[src/hdl/assert_macros.svh]
// Assertion macros shared by the decoder RTL.
`ifndef ASSERT_MACROS_SVH
`define ASSERT_MACROS_SVH

// Check that an expression holds on every clock edge out of reset.
`define ASSERT_ALWAYS(lbl, clk, rstn, expr, msg) \
    lbl: assert property (@(posedge clk) disable iff (!rstn) (expr)) else $error(msg);

// Check a consequent in the same cycle as its antecedent.
`define ASSERT_IMPLY(lbl, clk, rstn, ante, cons, msg) \
    lbl: assert property (@(posedge clk) disable iff (!rstn) (ante) |-> (cons)) \
        else $error(msg);

// Check a consequent in the cycle after its antecedent.
`define ASSERT_NEXT(lbl, clk, rstn, ante, cons, msg) \
    lbl: assert property (@(posedge clk) disable iff (!rstn) (ante) |=> (cons)) \
        else $error(msg);

`endif

[src/hdl/b85d_pkg.sv]
// Types, constants and tables for the base-85 string decoder.
package b85d_pkg;

    localparam int CHAR_W      = 8;
    localparam int GROUP_W     = 32;
    localparam int DIGIT_W     = 7;
    localparam int COUNT_W     = 3;
    localparam int PROD_W      = GROUP_W + DIGIT_W;
    localparam int PAD_W       = 27;
    localparam int SCALE_W     = 26;
    localparam int PADPROD_W   = PAD_W + SCALE_W;
    localparam int LANES       = 4;
    localparam int LANE_W      = 2;
    localparam int CHAIN_DEPTH = 8;
    localparam int FILL_W      = 4;

    localparam logic [DIGIT_W-1:0] RADIX        = 7'd85;
    localparam logic [DIGIT_W-1:0] TOP_DIGIT    = 7'd84;
    localparam logic [DIGIT_W-1:0] BAD_DIGIT    = 7'd85;
    localparam logic [COUNT_W-1:0] GROUP_DIGITS = 3'd5;
    localparam logic [COUNT_W-1:0] GROUP_BYTES  = 3'd4;

    typedef struct packed {
        logic [CHAR_W-1:0] char_code;
        logic              string_end;
    } in_word_t;

    typedef struct packed {
        logic [7:0] data_byte;
        logic       has_byte;
        logic       bad_string;
        logic       string_done;
        logic       run_last;
    } out_word_t;

    typedef enum logic [1:0] {
        EV_ERROR,
        EV_FULL,
        EV_PART
    } event_kind_t;

    typedef struct packed {
        logic load;
        logic shift;
    } cell_ctl_t;

    localparam out_word_t ERR_WORD = '{data_byte: 8'h00, has_byte: 1'b0, bad_string: 1'b1,
                                       string_done: 1'b1, run_last: 1'b1};
    localparam out_word_t MARK_WORD = '{data_byte: 8'h00, has_byte: 1'b0, bad_string: 1'b0,
                                        string_done: 1'b1, run_last: 1'b1};

    function automatic logic [DIGIT_W-1:0] digit_of(input logic [CHAR_W-1:0] c);
        logic [DIGIT_W-1:0] d;
        case (c) inside
            [8'h30:8'h39]: d = DIGIT_W'(c - 8'h30);
            [8'h41:8'h5A]: d = DIGIT_W'(c - 8'h41 + 8'd10);
            [8'h61:8'h7A]: d = DIGIT_W'(c - 8'h61 + 8'd36);
            8'h21: d = 7'd62;
            8'h23: d = 7'd63;
            8'h24: d = 7'd64;
            8'h25: d = 7'd65;
            8'h26: d = 7'd66;
            8'h28: d = 7'd67;
            8'h29: d = 7'd68;
            8'h2A: d = 7'd69;
            8'h2B: d = 7'd70;
            8'h2D: d = 7'd71;
            8'h3B: d = 7'd72;
            8'h3C: d = 7'd73;
            8'h3D: d = 7'd74;
            8'h3E: d = 7'd75;
            8'h3F: d = 7'd76;
            8'h40: d = 7'd77;
            8'h5E: d = 7'd78;
            8'h5F: d = 7'd79;
            8'h60: d = 7'd80;
            8'h7B: d = 7'd81;
            8'h7C: d = 7'd82;
            8'h7D: d = 7'd83;
            8'h7E: d = 7'd84;
            default: d = BAD_DIGIT;
        endcase
        return d;
    endfunction

    // 85 to the power of the number of pad digits a group of k digits needs
    function automatic logic [SCALE_W-1:0] pad_scale(input logic [COUNT_W-1:0] k);
        logic [SCALE_W-1:0] s;
        case (k)
            3'd1: s = 26'd52200625;
            3'd2: s = 26'd614125;
            3'd3: s = 26'd7225;
            3'd4: s = 26'd85;
            default: s = 26'd1;
        endcase
        return s;
    endfunction

endpackage

[src/hdl/b85d_cell.sv]
// One result cell of the output chain: load from the insert lanes or take the neighbor's word.
module b85d_cell (
    input  logic                 aclk,
    input  b85d_pkg::cell_ctl_t  ctl,
    input  b85d_pkg::out_word_t  load_word,
    input  b85d_pkg::out_word_t  next_word,
    output b85d_pkg::out_word_t  word
);

    b85d_pkg::out_word_t word_reg;

    always_ff @(posedge aclk) begin
        if (ctl.load) begin
            word_reg <= load_word;
        end else if (ctl.shift) begin
            word_reg <= next_word;
        end
    end

    assign word = word_reg;

endmodule

[src/hdl/b85d_chain.sv]
// Row of result cells that collapses toward the head and takes up to four words per cycle.
module b85d_chain (
    input  logic                                    aclk,
    input  logic                                    aresetn,
    input  logic                                    ins_valid,
    input  logic [b85d_pkg::COUNT_W-1:0]            ins_count,
    input  b85d_pkg::out_word_t [b85d_pkg::LANES-1:0] ins_lanes,
    output logic [b85d_pkg::FILL_W-1:0]             room,
    output logic                                    m_valid,
    input  logic                                    m_ready,
    output b85d_pkg::out_word_t                     m_data
);

    logic [b85d_pkg::FILL_W-1:0] fill_reg;
    logic [b85d_pkg::FILL_W-1:0] fill_next;
    logic [b85d_pkg::FILL_W-1:0] base;
    logic                        pop;

    b85d_pkg::out_word_t       cell_word [b85d_pkg::CHAIN_DEPTH];
    b85d_pkg::out_word_t       cell_next [b85d_pkg::CHAIN_DEPTH];
    b85d_pkg::out_word_t       cell_load [b85d_pkg::CHAIN_DEPTH];
    b85d_pkg::cell_ctl_t       cell_ctl  [b85d_pkg::CHAIN_DEPTH];
    logic [b85d_pkg::FILL_W-1:0] cell_rel [b85d_pkg::CHAIN_DEPTH];

    assign pop       = (fill_reg != '0) && m_ready;
    assign base      = fill_reg - b85d_pkg::FILL_W'(pop);
    assign fill_next = base + (ins_valid ? b85d_pkg::FILL_W'(ins_count) : '0);

    always_ff @(posedge aclk) begin
        if (!aresetn) begin
            fill_reg <= '0;
        end else begin
            fill_reg <= fill_next;
        end
    end

    for (genvar j = 0; j < b85d_pkg::CHAIN_DEPTH; j++) begin : g_cell
        always_comb begin
            cell_rel[j]       = b85d_pkg::FILL_W'(j) - base;
            cell_ctl[j].load  = ins_valid && (cell_rel[j] < b85d_pkg::FILL_W'(ins_count));
            cell_ctl[j].shift = pop;
            cell_load[j]      = ins_lanes[cell_rel[j][b85d_pkg::LANE_W-1:0]];
        end

        if (j == b85d_pkg::CHAIN_DEPTH - 1) begin : g_tail
            assign cell_next[j] = '0;
        end else begin : g_body
            assign cell_next[j] = cell_word[j+1];
        end

        b85d_cell u_cell (
            .aclk      (aclk),
            .ctl       (cell_ctl[j]),
            .load_word (cell_load[j]),
            .next_word (cell_next[j]),
            .word      (cell_word[j])
        );
    end

    assign room    = b85d_pkg::FILL_W'(b85d_pkg::CHAIN_DEPTH) - fill_reg;
    assign m_valid = fill_reg != '0;
    assign m_data  = cell_word[0];

endmodule

[src/hdl/base85_string_decoder.sv]
// Top level of the base-85 string decoder: digit accumulator, pad multiplier and result chain.
//
// Input channel s_*: one character word per handshake, with string_end on the last
// character of a string. Result channel m_*: one result word per handshake, a decoded
// byte or a marker (error, or end of a string that yields no bytes).
// A character is taken every cycle while s_ready is high. Its first result passes
// the accumulator output register, the pad multiplier register, then the head of an
// eight-cell result chain before it appears on m_*.
// Sustained rate is one character per cycle while m_ready is high; a full group of five
// characters produces four bytes in one burst that the chain drains one word per cycle.
// s_ready falls only when the chain lacks room for the pending burst, which happens
// when m_ready is held low or results pile up faster than one per cycle.
// While m_ready is low the head word holds on m_data and nothing is lost.
// Reset clears the group value, digit count, rejected-string flag, both pipeline
// valid bits and the chain fill count; the next character starts a new string.
`include "assert_macros.svh"

module base85_string_decoder (
    input  logic                aclk,
    input  logic                aresetn,
    input  logic                s_valid,
    output logic                s_ready,
    input  b85d_pkg::in_word_t  s_data,
    output logic                m_valid,
    input  logic                m_ready,
    output b85d_pkg::out_word_t m_data
);

    // accumulator state
    logic [b85d_pkg::GROUP_W-1:0] group_reg, group_next;
    logic [b85d_pkg::COUNT_W-1:0] digits_reg, digits_next;
    logic                         failed_reg, failed_next;

    logic                         accept;
    logic [b85d_pkg::DIGIT_W-1:0] digit;
    logic [b85d_pkg::PROD_W-1:0]  prod;
    logic [b85d_pkg::COUNT_W-1:0] count_inc;

    logic                         ev_valid;
    b85d_pkg::event_kind_t        ev_kind;
    logic [b85d_pkg::GROUP_W-1:0] ev_val;
    logic [b85d_pkg::COUNT_W-1:0] ev_k;
    logic                         ev_done;

    // accumulator output stage
    logic                         a_valid_reg, a_valid_next;
    b85d_pkg::event_kind_t        a_kind_reg;
    logic [b85d_pkg::GROUP_W-1:0] a_val_reg;
    logic [b85d_pkg::COUNT_W-1:0] a_k_reg;
    logic                         a_done_reg;

    // pad multiplier stage
    logic                           b_valid_reg, b_valid_next;
    b85d_pkg::event_kind_t          b_kind_reg;
    logic [b85d_pkg::PADPROD_W-1:0] b_val_reg;
    logic [b85d_pkg::COUNT_W-1:0]   b_k_reg;
    logic                           b_done_reg;

    logic [b85d_pkg::PAD_W-1:0]     pad_base;
    logic [b85d_pkg::PADPROD_W-1:0] pad_prod;

    // result formation
    logic [b85d_pkg::PADPROD_W-1:0]                padded;
    logic [b85d_pkg::COUNT_W-1:0]                  res_count;
    logic                                          res_bytes;
    logic [b85d_pkg::GROUP_W-1:0]                  res_word;
    logic                                          res_done;
    logic                                          lane_last;
    b85d_pkg::out_word_t [b85d_pkg::LANES-1:0]     lanes;

    logic [b85d_pkg::FILL_W-1:0] room;
    logic                        ins_ok;
    logic                        ins_go;
    logic                        b_free;
    logic                        a_go;

    assign ins_ok  = {1'b0, res_count} <= room;
    assign ins_go  = b_valid_reg && ins_ok;
    assign b_free  = !b_valid_reg || ins_ok;
    assign a_go    = a_valid_reg && b_free;
    assign s_ready = !a_valid_reg || b_free;
    assign accept  = s_valid && s_ready;

    always_comb begin
        digit     = b85d_pkg::digit_of(s_data.char_code);
        prod      = b85d_pkg::PROD_W'(group_reg) * b85d_pkg::PROD_W'(b85d_pkg::RADIX)
                    + b85d_pkg::PROD_W'(digit);
        count_inc = digits_reg + b85d_pkg::COUNT_W'(1);

        group_next  = group_reg;
        digits_next = digits_reg;
        failed_next = failed_reg;
        ev_valid    = 1'b0;
        ev_kind     = b85d_pkg::EV_ERROR;
        ev_val      = prod[b85d_pkg::GROUP_W-1:0];
        ev_k        = count_inc;
        ev_done     = s_data.string_end;

        if (accept) begin
            if (failed_reg) begin
                if (s_data.string_end) begin
                    failed_next = 1'b0;
                    group_next  = '0;
                    digits_next = '0;
                end
            end else if (digit > b85d_pkg::TOP_DIGIT
                         || prod[b85d_pkg::PROD_W-1:b85d_pkg::GROUP_W] != '0) begin
                ev_valid    = 1'b1;
                ev_kind     = b85d_pkg::EV_ERROR;
                group_next  = '0;
                digits_next = '0;
                failed_next = !s_data.string_end;
            end else if (count_inc == b85d_pkg::GROUP_DIGITS) begin
                ev_valid    = 1'b1;
                ev_kind     = b85d_pkg::EV_FULL;
                group_next  = '0;
                digits_next = '0;
            end else if (s_data.string_end) begin
                ev_valid    = 1'b1;
                ev_kind     = b85d_pkg::EV_PART;
                group_next  = '0;
                digits_next = '0;
            end else begin
                group_next  = prod[b85d_pkg::GROUP_W-1:0];
                digits_next = count_inc;
            end
        end
    end

    assign a_valid_next = ev_valid ? 1'b1 : (a_go ? 1'b0 : a_valid_reg);
    assign b_valid_next = a_go ? 1'b1 : (ins_go ? 1'b0 : b_valid_reg);

    always_ff @(posedge aclk) begin
        if (!aresetn) begin
            group_reg   <= '0;
            digits_reg  <= '0;
            failed_reg  <= 1'b0;
            a_valid_reg <= 1'b0;
            b_valid_reg <= 1'b0;
        end else begin
            group_reg   <= group_next;
            digits_reg  <= digits_next;
            failed_reg  <= failed_next;
            a_valid_reg <= a_valid_next;
            b_valid_reg <= b_valid_next;
        end
    end

    always_ff @(posedge aclk) begin
        if (ev_valid) begin
            a_kind_reg <= ev_kind;
            a_val_reg  <= ev_val;
            a_k_reg    <= ev_k;
            a_done_reg <= ev_done;
        end
    end

    // padded group = (value + 1) * 85^pads - 1
    assign pad_base = a_val_reg[b85d_pkg::PAD_W-1:0] + b85d_pkg::PAD_W'(1);
    assign pad_prod = b85d_pkg::PADPROD_W'(pad_base)
                      * b85d_pkg::PADPROD_W'(b85d_pkg::pad_scale(a_k_reg));

    always_ff @(posedge aclk) begin
        if (a_go) begin
            b_kind_reg <= a_kind_reg;
            b_val_reg  <= (a_kind_reg == b85d_pkg::EV_PART) ? pad_prod
                          : b85d_pkg::PADPROD_W'(a_val_reg);
            b_k_reg    <= a_k_reg;
            b_done_reg <= a_done_reg;
        end
    end

    always_comb begin
        padded    = b_val_reg - b85d_pkg::PADPROD_W'(1);
        res_count = '0;
        res_bytes = 1'b0;
        res_word  = b_val_reg[b85d_pkg::GROUP_W-1:0];
        res_done  = b_done_reg;
        lane_last = 1'b0;
        lanes     = '0;

        case (b_kind_reg)
            b85d_pkg::EV_ERROR: begin
                res_count = b85d_pkg::COUNT_W'(1);
                lanes[0]  = b85d_pkg::ERR_WORD;
            end
            b85d_pkg::EV_FULL: begin
                res_count = b85d_pkg::GROUP_BYTES;
                res_bytes = 1'b1;
            end
            b85d_pkg::EV_PART: begin
                if (padded[b85d_pkg::PADPROD_W-1:b85d_pkg::GROUP_W] != '0) begin
                    res_count = b85d_pkg::COUNT_W'(1);
                    lanes[0]  = b85d_pkg::ERR_WORD;
                end else if (b_k_reg == b85d_pkg::COUNT_W'(1)) begin
                    res_count = b85d_pkg::COUNT_W'(1);
                    lanes[0]  = b85d_pkg::MARK_WORD;
                end else begin
                    res_count = b_k_reg - b85d_pkg::COUNT_W'(1);
                    res_bytes = 1'b1;
                    res_word  = padded[b85d_pkg::GROUP_W-1:0];
                    res_done  = 1'b1;
                end
            end
            default: begin
                res_count = '0;
            end
        endcase

        if (res_bytes) begin
            for (int i = 0; i < b85d_pkg::LANES; i++) begin
                lane_last               = b85d_pkg::COUNT_W'(i + 1) == res_count;
                lanes[i].data_byte      = res_word[b85d_pkg::GROUP_W-1-8*i -: 8];
                lanes[i].has_byte       = 1'b1;
                lanes[i].bad_string     = 1'b0;
                lanes[i].string_done    = lane_last && res_done;
                lanes[i].run_last       = lane_last;
            end
        end
    end

    b85d_chain u_chain (
        .aclk      (aclk),
        .aresetn   (aresetn),
        .ins_valid (ins_go),
        .ins_count (res_count),
        .ins_lanes (lanes),
        .room      (room),
        .m_valid   (m_valid),
        .m_ready   (m_ready),
        .m_data    (m_data)
    );

    `ASSERT_ALWAYS(a_digits_range, aclk, aresetn, digits_reg < b85d_pkg::GROUP_DIGITS, "digit count reached a full group")
    `ASSERT_IMPLY(a_failed_clear, aclk, aresetn, failed_reg, group_reg == '0 && digits_reg == '0, "rejected string left a partial group")
    `ASSERT_NEXT(a_end_clears, aclk, aresetn, s_valid && s_ready && s_data.string_end, !failed_reg && digits_reg == '0 && group_reg == '0, "string end did not clear state")
    `ASSERT_NEXT(a_b_hold, aclk, aresetn, b_valid_reg && !ins_ok, b_valid_reg && $stable(b_val_reg), "stalled event changed")

endmodule

[config.mk]
export PLATFORM = sky130hd
export DESIGN_NAME = base85_string_decoder
export DESIGN_NICKNAME = d
export VERILOG_FILES = /design/src/hdl/b85d_pkg.sv /design/src/hdl/b85d_cell.sv /design/src/hdl/b85d_chain.sv /design/src/hdl/base85_string_decoder.sv
export VERILOG_INCLUDE_DIRS = /design/src /design/src/hdl
export SDC_FILE = /design/constraint.sdc
export NUM_CORES = 2
export LEC_CHECK = 0
export BUFFER_PORTS_ARGS = -buffer_cell sky130_fd_sc_hd__buf_2
export CORE_MARGIN = 2
export CORE_UTILIZATION = 55
export CTS_CLUSTER_DIAMETER = 50
export DETAILED_ROUTE_END_ITERATION = 16
export PLACE_DENSITY = 0.68
export SYNTH_ARGS = -nofsm -noshare
export SYNTH_HDL_FRONTEND = slang
export SYNTH_SLANG_ARGS = --single-unit
[constraint.sdc]
create_clock -name aclk -period 15.5 [get_ports aclk]
set_input_delay 3.1 -clock aclk [delete_from_list [all_inputs] [get_ports aclk]]
set_output_delay 3.1 -clock aclk [all_outputs]
set_load 0.01 [all_outputs]
# ---- Yosys cells after proc, flatten, opt, wreduce, memory -nomap -nowiden
# Index checks and enable logic that the tools add are counted.
dict set report word_totals {
  input_bits 13
  register_bits 235
  wordCells 284
}
dict set report op_classes {
  mux 101
  mul 2
  n_bitwise 1
  reduce_logical 42
  eq_ne 37
  order_cmp 24
  n_addsub 21
}
# op count
set op_table {}
lappend op_table {{12-bit two-way mux} 24}
lappend op_table {{32-bit two-way mux} 9}
lappend op_table {{12-bit binary-select mux with 2-bit select} 8}
lappend op_table {{8-bit by 6-bit equality test with 1-bit output, second input constant} 15}
lappend op_table {{26-bit case mux with 4 select lines} 1}
lappend op_table {{7-bit two-way mux} 13}
lappend op_table {{8-bit by 7-bit equality test with 1-bit output, second input constant} 8}
lappend op_table {{27-bit by 26-bit multiplier with 53-bit output} 1}
lappend op_table {{53-bit by 1-bit subtractor with 53-bit output, second input constant} 1}
lappend op_table {{48-bit two-way mux} 1}
lappend op_table {{5-bit two-way mux} 8}
lappend op_table {{39-bit by 7-bit adder with 39-bit output} 1}
lappend op_table {{32-bit by 7-bit multiplier with 39-bit output, second input constant} 1}
lappend op_table {{3-bit two-way mux} 13}
lappend op_table {{4-bit by 3-bit < comparator with 1-bit output} 8}
lappend op_table {{27-bit by 1-bit adder with 27-bit output, second input constant} 1}
lappend op_table {{2-bit by 3-bit < comparator with 1-bit output, second input constant} 8}
lappend op_table {{21-bit nonzero test} 1}
lappend op_table {{2-bit nonzero test} 10}
lappend op_table {{1-bit logical AND} 19}
lappend op_table {{1-bit two-way mux} 19}
lappend op_table {{8-bit by 7-bit >= comparator with 1-bit output, second input constant} 2}
lappend op_table {{8-bit by 7-bit less-or-equal comparator with 1-bit output, second input constant} 2}
lappend op_table {{3-bit by 4-bit subtractor with 4-bit output, first input constant} 4}
lappend op_table {{other kinds (37)} 50}

# ---- Depth between registers and ports, before layout
dict set report depth {
  word_depth 34
  depth_mapped 33
  ltp_nobuf 32
}

# ---- By module
# Synthesis repeated with hierarchy kept, for this count alone.
dict set report hier_totals {
  hier_cells 3704
  area_unflattened_um2 36726.5
}
# module area_per_inst_um2 seq_area_each_um2 cells_per_inst n_inst
set modules_own_cells {}
lappend modules_own_cells {base85_string_decoder 30178.9 3673.5 3306 1}
lappend modules_own_cells {b85d_cell 546.8 360.3 26 8}
lappend modules_own_cells {b85d_chain 2173.3 80.1 190 1}

# ---- Worst setup path after synthesis
# No wires, ideal clock.
dict set report synth_path {
  path_type {input port to flip-flop}
  start {in s_data[1] (netlist bit)}
  end {reg a_done_reg (enable)}
  arrival_ns 11.040
  required_ns 15.009
  cell_stages 24
  n_path_buf 0
  path_slack_ns 3.969
  path_cell_list {inv_1 -> ha_1 -> nor4b_1 -> o21ba_2 -> nor3_1 -> nor2_1 -> a211o_1 -> a31oi_1 -> ha_1 -> fa_1 -> inv_1 -> fa_1 -> inv_1 -> ha_1 -> o21a_1 -> o31a_1 -> o221ai_1 -> a21oi_1 -> o31ai_1 -> a31oi_1 -> mux2_2 -> or4_1 -> a2111oi_0 -> a21boi_0}
}
dict set report synth_via {
  elab_chain_cells 33
}
# item line
set synth_rtl {}
lappend synth_rtl {{start, declared} base85_string_decoder.sv:23} ;# input b85d_pkg::in_word_t s_data,
lappend synth_rtl {{8-bit by 7-bit equality test with 1-bit output} base85_string_decoder.sv:85} ;# digit = b85d_pkg::digit_of(s_data.char_code);
lappend synth_rtl {{1-bit two-way mux} b85d_pkg.sv:54} ;# case (c) inside
lappend synth_rtl {{3-bit two-way mux (4 in series)} b85d_pkg.sv:54}
lappend synth_rtl {{5-bit two-way mux (8 in series)} b85d_pkg.sv:54}
lappend synth_rtl {{7-bit two-way mux (12 in series)} b85d_pkg.sv:54}
lappend synth_rtl {{7-bit two-way mux (*)} b85d_pkg.sv:54}
lappend synth_rtl {{39-bit by 7-bit adder with 39-bit output} base85_string_decoder.sv:87} ;# + b85d_pkg::PROD_W'(digit);
lappend synth_rtl {{7-bit nonzero test} base85_string_decoder.sv:107} ;# || prod[b85d_pkg::PROD_W-1:b85d_pkg::GROUP_W] != '0) begin
lappend synth_rtl {{1-bit logical OR (*)} base85_string_decoder.sv:107}
lappend synth_rtl {{1-bit two-way mux (*)} base85_string_decoder.sv:106} ;# end else if (digit > b85d_pkg::TOP_DIGIT
lappend synth_rtl {{1-bit two-way mux (*)} base85_string_decoder.sv:100} ;# if (failed_reg) begin
lappend synth_rtl {{1-bit two-way mux (*)} base85_string_decoder.sv:99} ;# if (accept) begin
lappend synth_rtl {{end signal, assigned} base85_string_decoder.sv:154} ;# a_done_reg <= ev_done;
lappend synth_rtl {{end, declared} base85_string_decoder.sv:50} ;# logic a_done_reg;
# Every way passes the cells marked *; elsewhere a longest branch is shown, timed or not.
# A chain may end at the register's enable or synchronous reset.

# ---- Final worst setup path
dict set report layout_path {
  start {in s_data[2] (netlist bit)}
  end {reg a_val_reg[9] (netlist bit) (enable)}
}
dict set report layout_via {
  elab_chain_cells 33
}
# item line
set layout_rtl {}
lappend layout_rtl {{8-bit by 7-bit equality test with 1-bit output} base85_string_decoder.sv:85}
lappend layout_rtl {{1-bit two-way mux} b85d_pkg.sv:54}
lappend layout_rtl {{3-bit two-way mux (4 in series)} b85d_pkg.sv:54}
lappend layout_rtl {{5-bit two-way mux (8 in series)} b85d_pkg.sv:54}
lappend layout_rtl {{7-bit two-way mux (12 in series)} b85d_pkg.sv:54}
lappend layout_rtl {{7-bit two-way mux (*)} b85d_pkg.sv:54}
lappend layout_rtl {{39-bit by 7-bit adder with 39-bit output} base85_string_decoder.sv:87}
lappend layout_rtl {{7-bit nonzero test} base85_string_decoder.sv:107}
lappend layout_rtl {{1-bit logical OR (*)} base85_string_decoder.sv:107}
lappend layout_rtl {{1-bit two-way mux (*)} base85_string_decoder.sv:106}
lappend layout_rtl {{1-bit two-way mux (*)} base85_string_decoder.sv:100}
lappend layout_rtl {{1-bit two-way mux (*)} base85_string_decoder.sv:99}
lappend layout_rtl {{end signal, assigned} base85_string_decoder.sv:152} ;# a_val_reg <= ev_val;
lappend layout_rtl {{end, declared} base85_string_decoder.sv:48} ;# logic [b85d_pkg::GROUP_W-1:0] a_val_reg;
# Marks and branches as above.

==> flow_summary.json <==
{
  "port_buffers": 26,
  "htreeDepth": 1,
  "timing.final.max_slew_violations": 0,
  "antenna_cells_inserted": 0,
  "hold-worst-slack_ns": 0.447,
  "routed_via_density": 5.70,
  "antenna_violating_nets_post_route": 0,
  "postSynthRegisterBits": 235,
  "layout_common_cells": "777 x sky130_fd_sc_hd__inv_1, 498 x sky130_fd_sc_hd__ha_1, 470 x sky130_fd_sc_hd__fa_1, 247 x sky130_fd_sc_hd__nor2_1, 193 x sky130_fd_sc_hd__edfxtp_1",
  "worst_setup_path_end_kind": "flip-flop",
  "worst_r2r_setup_slack_ns": 5.88,
  "dieHeight_um": 259,
  "min-delay-path-class": "reg2reg",
  "crit_required_ns": 15.74,
  "grt_antenna_before_repair": 0,
  "unrepaired_setup_endpoints_after_global_routing": "false",
  "post-cts-setup-buffer-count": 0,
  "finalWirelength_um": 91800,
  "worst_hold_path.num_cells": 0,
  "vias": 25900,
  "layout-drive-gt1-share": 0.0644,
  "syn-instance-count": 3694,
  "fin_crit_sh": 0.628,
  "p_leak_nw": 18.8,
  "post_cts.resized_instances": 0,
  "max_freq_mhz": 103,
  "clock_latency_ns": 0.57,
  "ioPinCount": 27,
  "timing.final.ws_setup_ns": 5.77,
  "clock_path_buffers": 3,
  "grt.overflow.total": 0,
  "tritoncts_clock_tree": "built",
  "reg2reg_depth": 29,
  "clk_pin_slew_ns": 0.07,
  "bufs_and_invs_on_worst_path": 8,
  "first_global_vias": 26100,
  "timing.critical_path.arrival_ns": 9.98,
  "worst_supply_voltage_drop_on_vdd_mv": 0.284,
  "initial_core_util": 0.556,
  "total_routing_resource_utilization_after_global_routing": 0.279,
  "synth_top_area_frac": 0.263,
  "synthTopCellsByArea": "sky130_fd_sc_hd__fa_1 26%, sky130_fd_sc_hd__ha_1 17%, sky130_fd_sc_hd__edfxtp_1 16%, sky130_fd_sc_hd__inv_1 8.1%, sky130_fd_sc_hd__nor2_1 2.6%",
  "die_area_um2": 67200,
  "clock_skew_ns": 0.0346,
  "numPlacedInstances": 4505,
  "report.final.setup_viol": 0,
  "layout.cells.non_filler": 4548,
  "regToRegStartpoint": "a_val_reg[2]",
  "pre_cts_ws_ns": 5.24,
  "grt_pass1_wl_um": 146000,
  "largest_net_degree_at_the_start_of_global_routing": 79,
  "nets": 4658,
  "drc_violation_count_after_routing": 0,
  "synth_top_flop_cell": "sky130_fd_sc_hd__edfxtp_1",
  "fin_setup_tns_ns": 0,
  "syn_area_per_cell_um2": 9.70,
  "min_from": "a_done_reg",
  "synth-edff-count": 193,
  "yosysWarningCount": 0,
  "synth.distinct_cells": 95,
  "routed_wire_length_per_instance_um": 20.2,
  "first_iter_violations": 2384,
  "layout_commonest_cell": "sky130_fd_sc_hd__inv_1",
  "post_synthesis_cell_type_with_the_largest_combined_area": "sky130_fd_sc_hd__fa_1",
  "timing_hold_violations_final": 0,
  "run_status": "finished clean",
  "floorplan.core_area_um2": 64500,
  "area_growth_from_synthesis_to_final_layout_pct": 5.47,
  "timing.critical_path.max_delay_family": "compound AO/OA/AOI/OAI gates",
  "synth_nets": 4675,
  "worst_hold_path.endpoint": "b_done_reg",
  "worst_slew_pin_slew_ns": 1.27,
  "asyncSetResetFlopFracSynth": 0,
  "flip_flop_count_of_the_largest_register_all_copies_and_words_added": 96,
  "slowest_stage": "sky130_fd_sc_hd__fa_1",
  "tritoncts.num_buffers": 25,
  "drt_first_pass_iters": 6,
  "max_cap_violations": 0,
  "crit_start_category": "input pin",
  "core.rowCount": 93,
  "library_cell_used_as_clock_root_buffer": "sky130_fd_sc_hd__clkbuf_16",
  "cts.sink_count": 235,
  "power_density_over_the_cells_nw_per_um2": 211,
  "chipWidth_um": 259,
  "cts_hold_buffers_added": 0,
  "regToRegEndpoint": "b_val_reg[52]",
  "path_max_fanout": 38,
  "critPathKind": "in2reg",
  "synth_area_um2": 35800,
  "finalWeightedCongestion": 0.946,
  "place_hpwl_um": 76600,
  "sequential_fraction_of_the_synthesis_area": 0.185,
  "critical_path.max_stage_delay_ns": 0.53,
  "layout_min_cycle_time_ns": 9.73,
  "maxSlewHeadroom": 0.146
}
through the flow:
stage	util	power [mW]	instance area, um^2
final	0.586	7.97	37800
after floorplan	-	5.50	35800
after detailed placement	0.574	7.33	37000
after CTS	0.586	8.00	37800
after global routing	0.586	8.72	37800
after global placement	0.574	7.30	37000
where the power goes:
part	switching [mW]	internal [mW]
sequential	0.112	1.00
combinational	3.80	2.44
clock	0.275	0.339
total	4.19	3.78
how the worst max path moves through the flow:
stage,startpoint,to,slack (ns),depth (start not counted)
after global routing,s_data[2],a_val_reg[7],5.22,29
after global placement,s_data[2],a_val_reg[14],5.30,29
final,s_data[2],a_val_reg[9],5.77,29
after CTS,s_data[2],a_val_reg[9],5.80,29
after floorplan,s_data[1],a_done_reg,3.97,24
after detailed placement,s_data[2],a_val_reg[13],5.24,29
synth_stat cells (all sizes together), types with 8 or more instances:
cell type  instances
a211o              8
a211oi            13
a21boi             9
a21o              64
a21oi            129
a22oi             34
a31oi             24
and2              16
and3              16
buf               22
clkbuf            86
dfxtp             42
edfxtp           193
fa               470
ha               498
inv              779
mux2              66
mux2i             43
nand2            166
nand2b            35
nand3             57
nand4             36
nor2             248
nor2b             52
nor3              44
nor4              27
o211a              9
o211ai            17
o21a              19
o21ai            113
o21bai            17
o22ai             12
o31ai             14
or2               37
or3               30
or4               15
xnor2             86
xor2              48
kinds of logic after synthesis:
| logic type | synth area share |
|---|---|
| and+or+nand+nor | 0.113 |
| AOI/OAI and AO/OA | 0.104 |
| DFF | 0.185 |
| xor gates and xnor gates | 0.0327 |
| adders and majority gates | 0.436 |
| buffers and inverters | 0.0937 |
| muxes | 0.0346 |
layout make-up:
class / instances / area, um^2
fill: 5593 / 26700
multi-input combinational: 2571 / 25900
sequential: 235 / 6640
inverter: 780 / 2930
tap: 855 / 1070
clock buffer: 28 / 637
timing repair buffer: 64 / 415
clock inverter: 15 / 195
metal layers:
metal	vias to the layer above	global-route usage	share of wire
li1	12200	-	-
met1	12700	0.408	0.46
met2	898	0.436	0.45
met3	152	0.0423	0.066
met4	0	0.0682	0.027
met5	-	0	0
No activity file was read; power rests on OpenSTA's default activity.
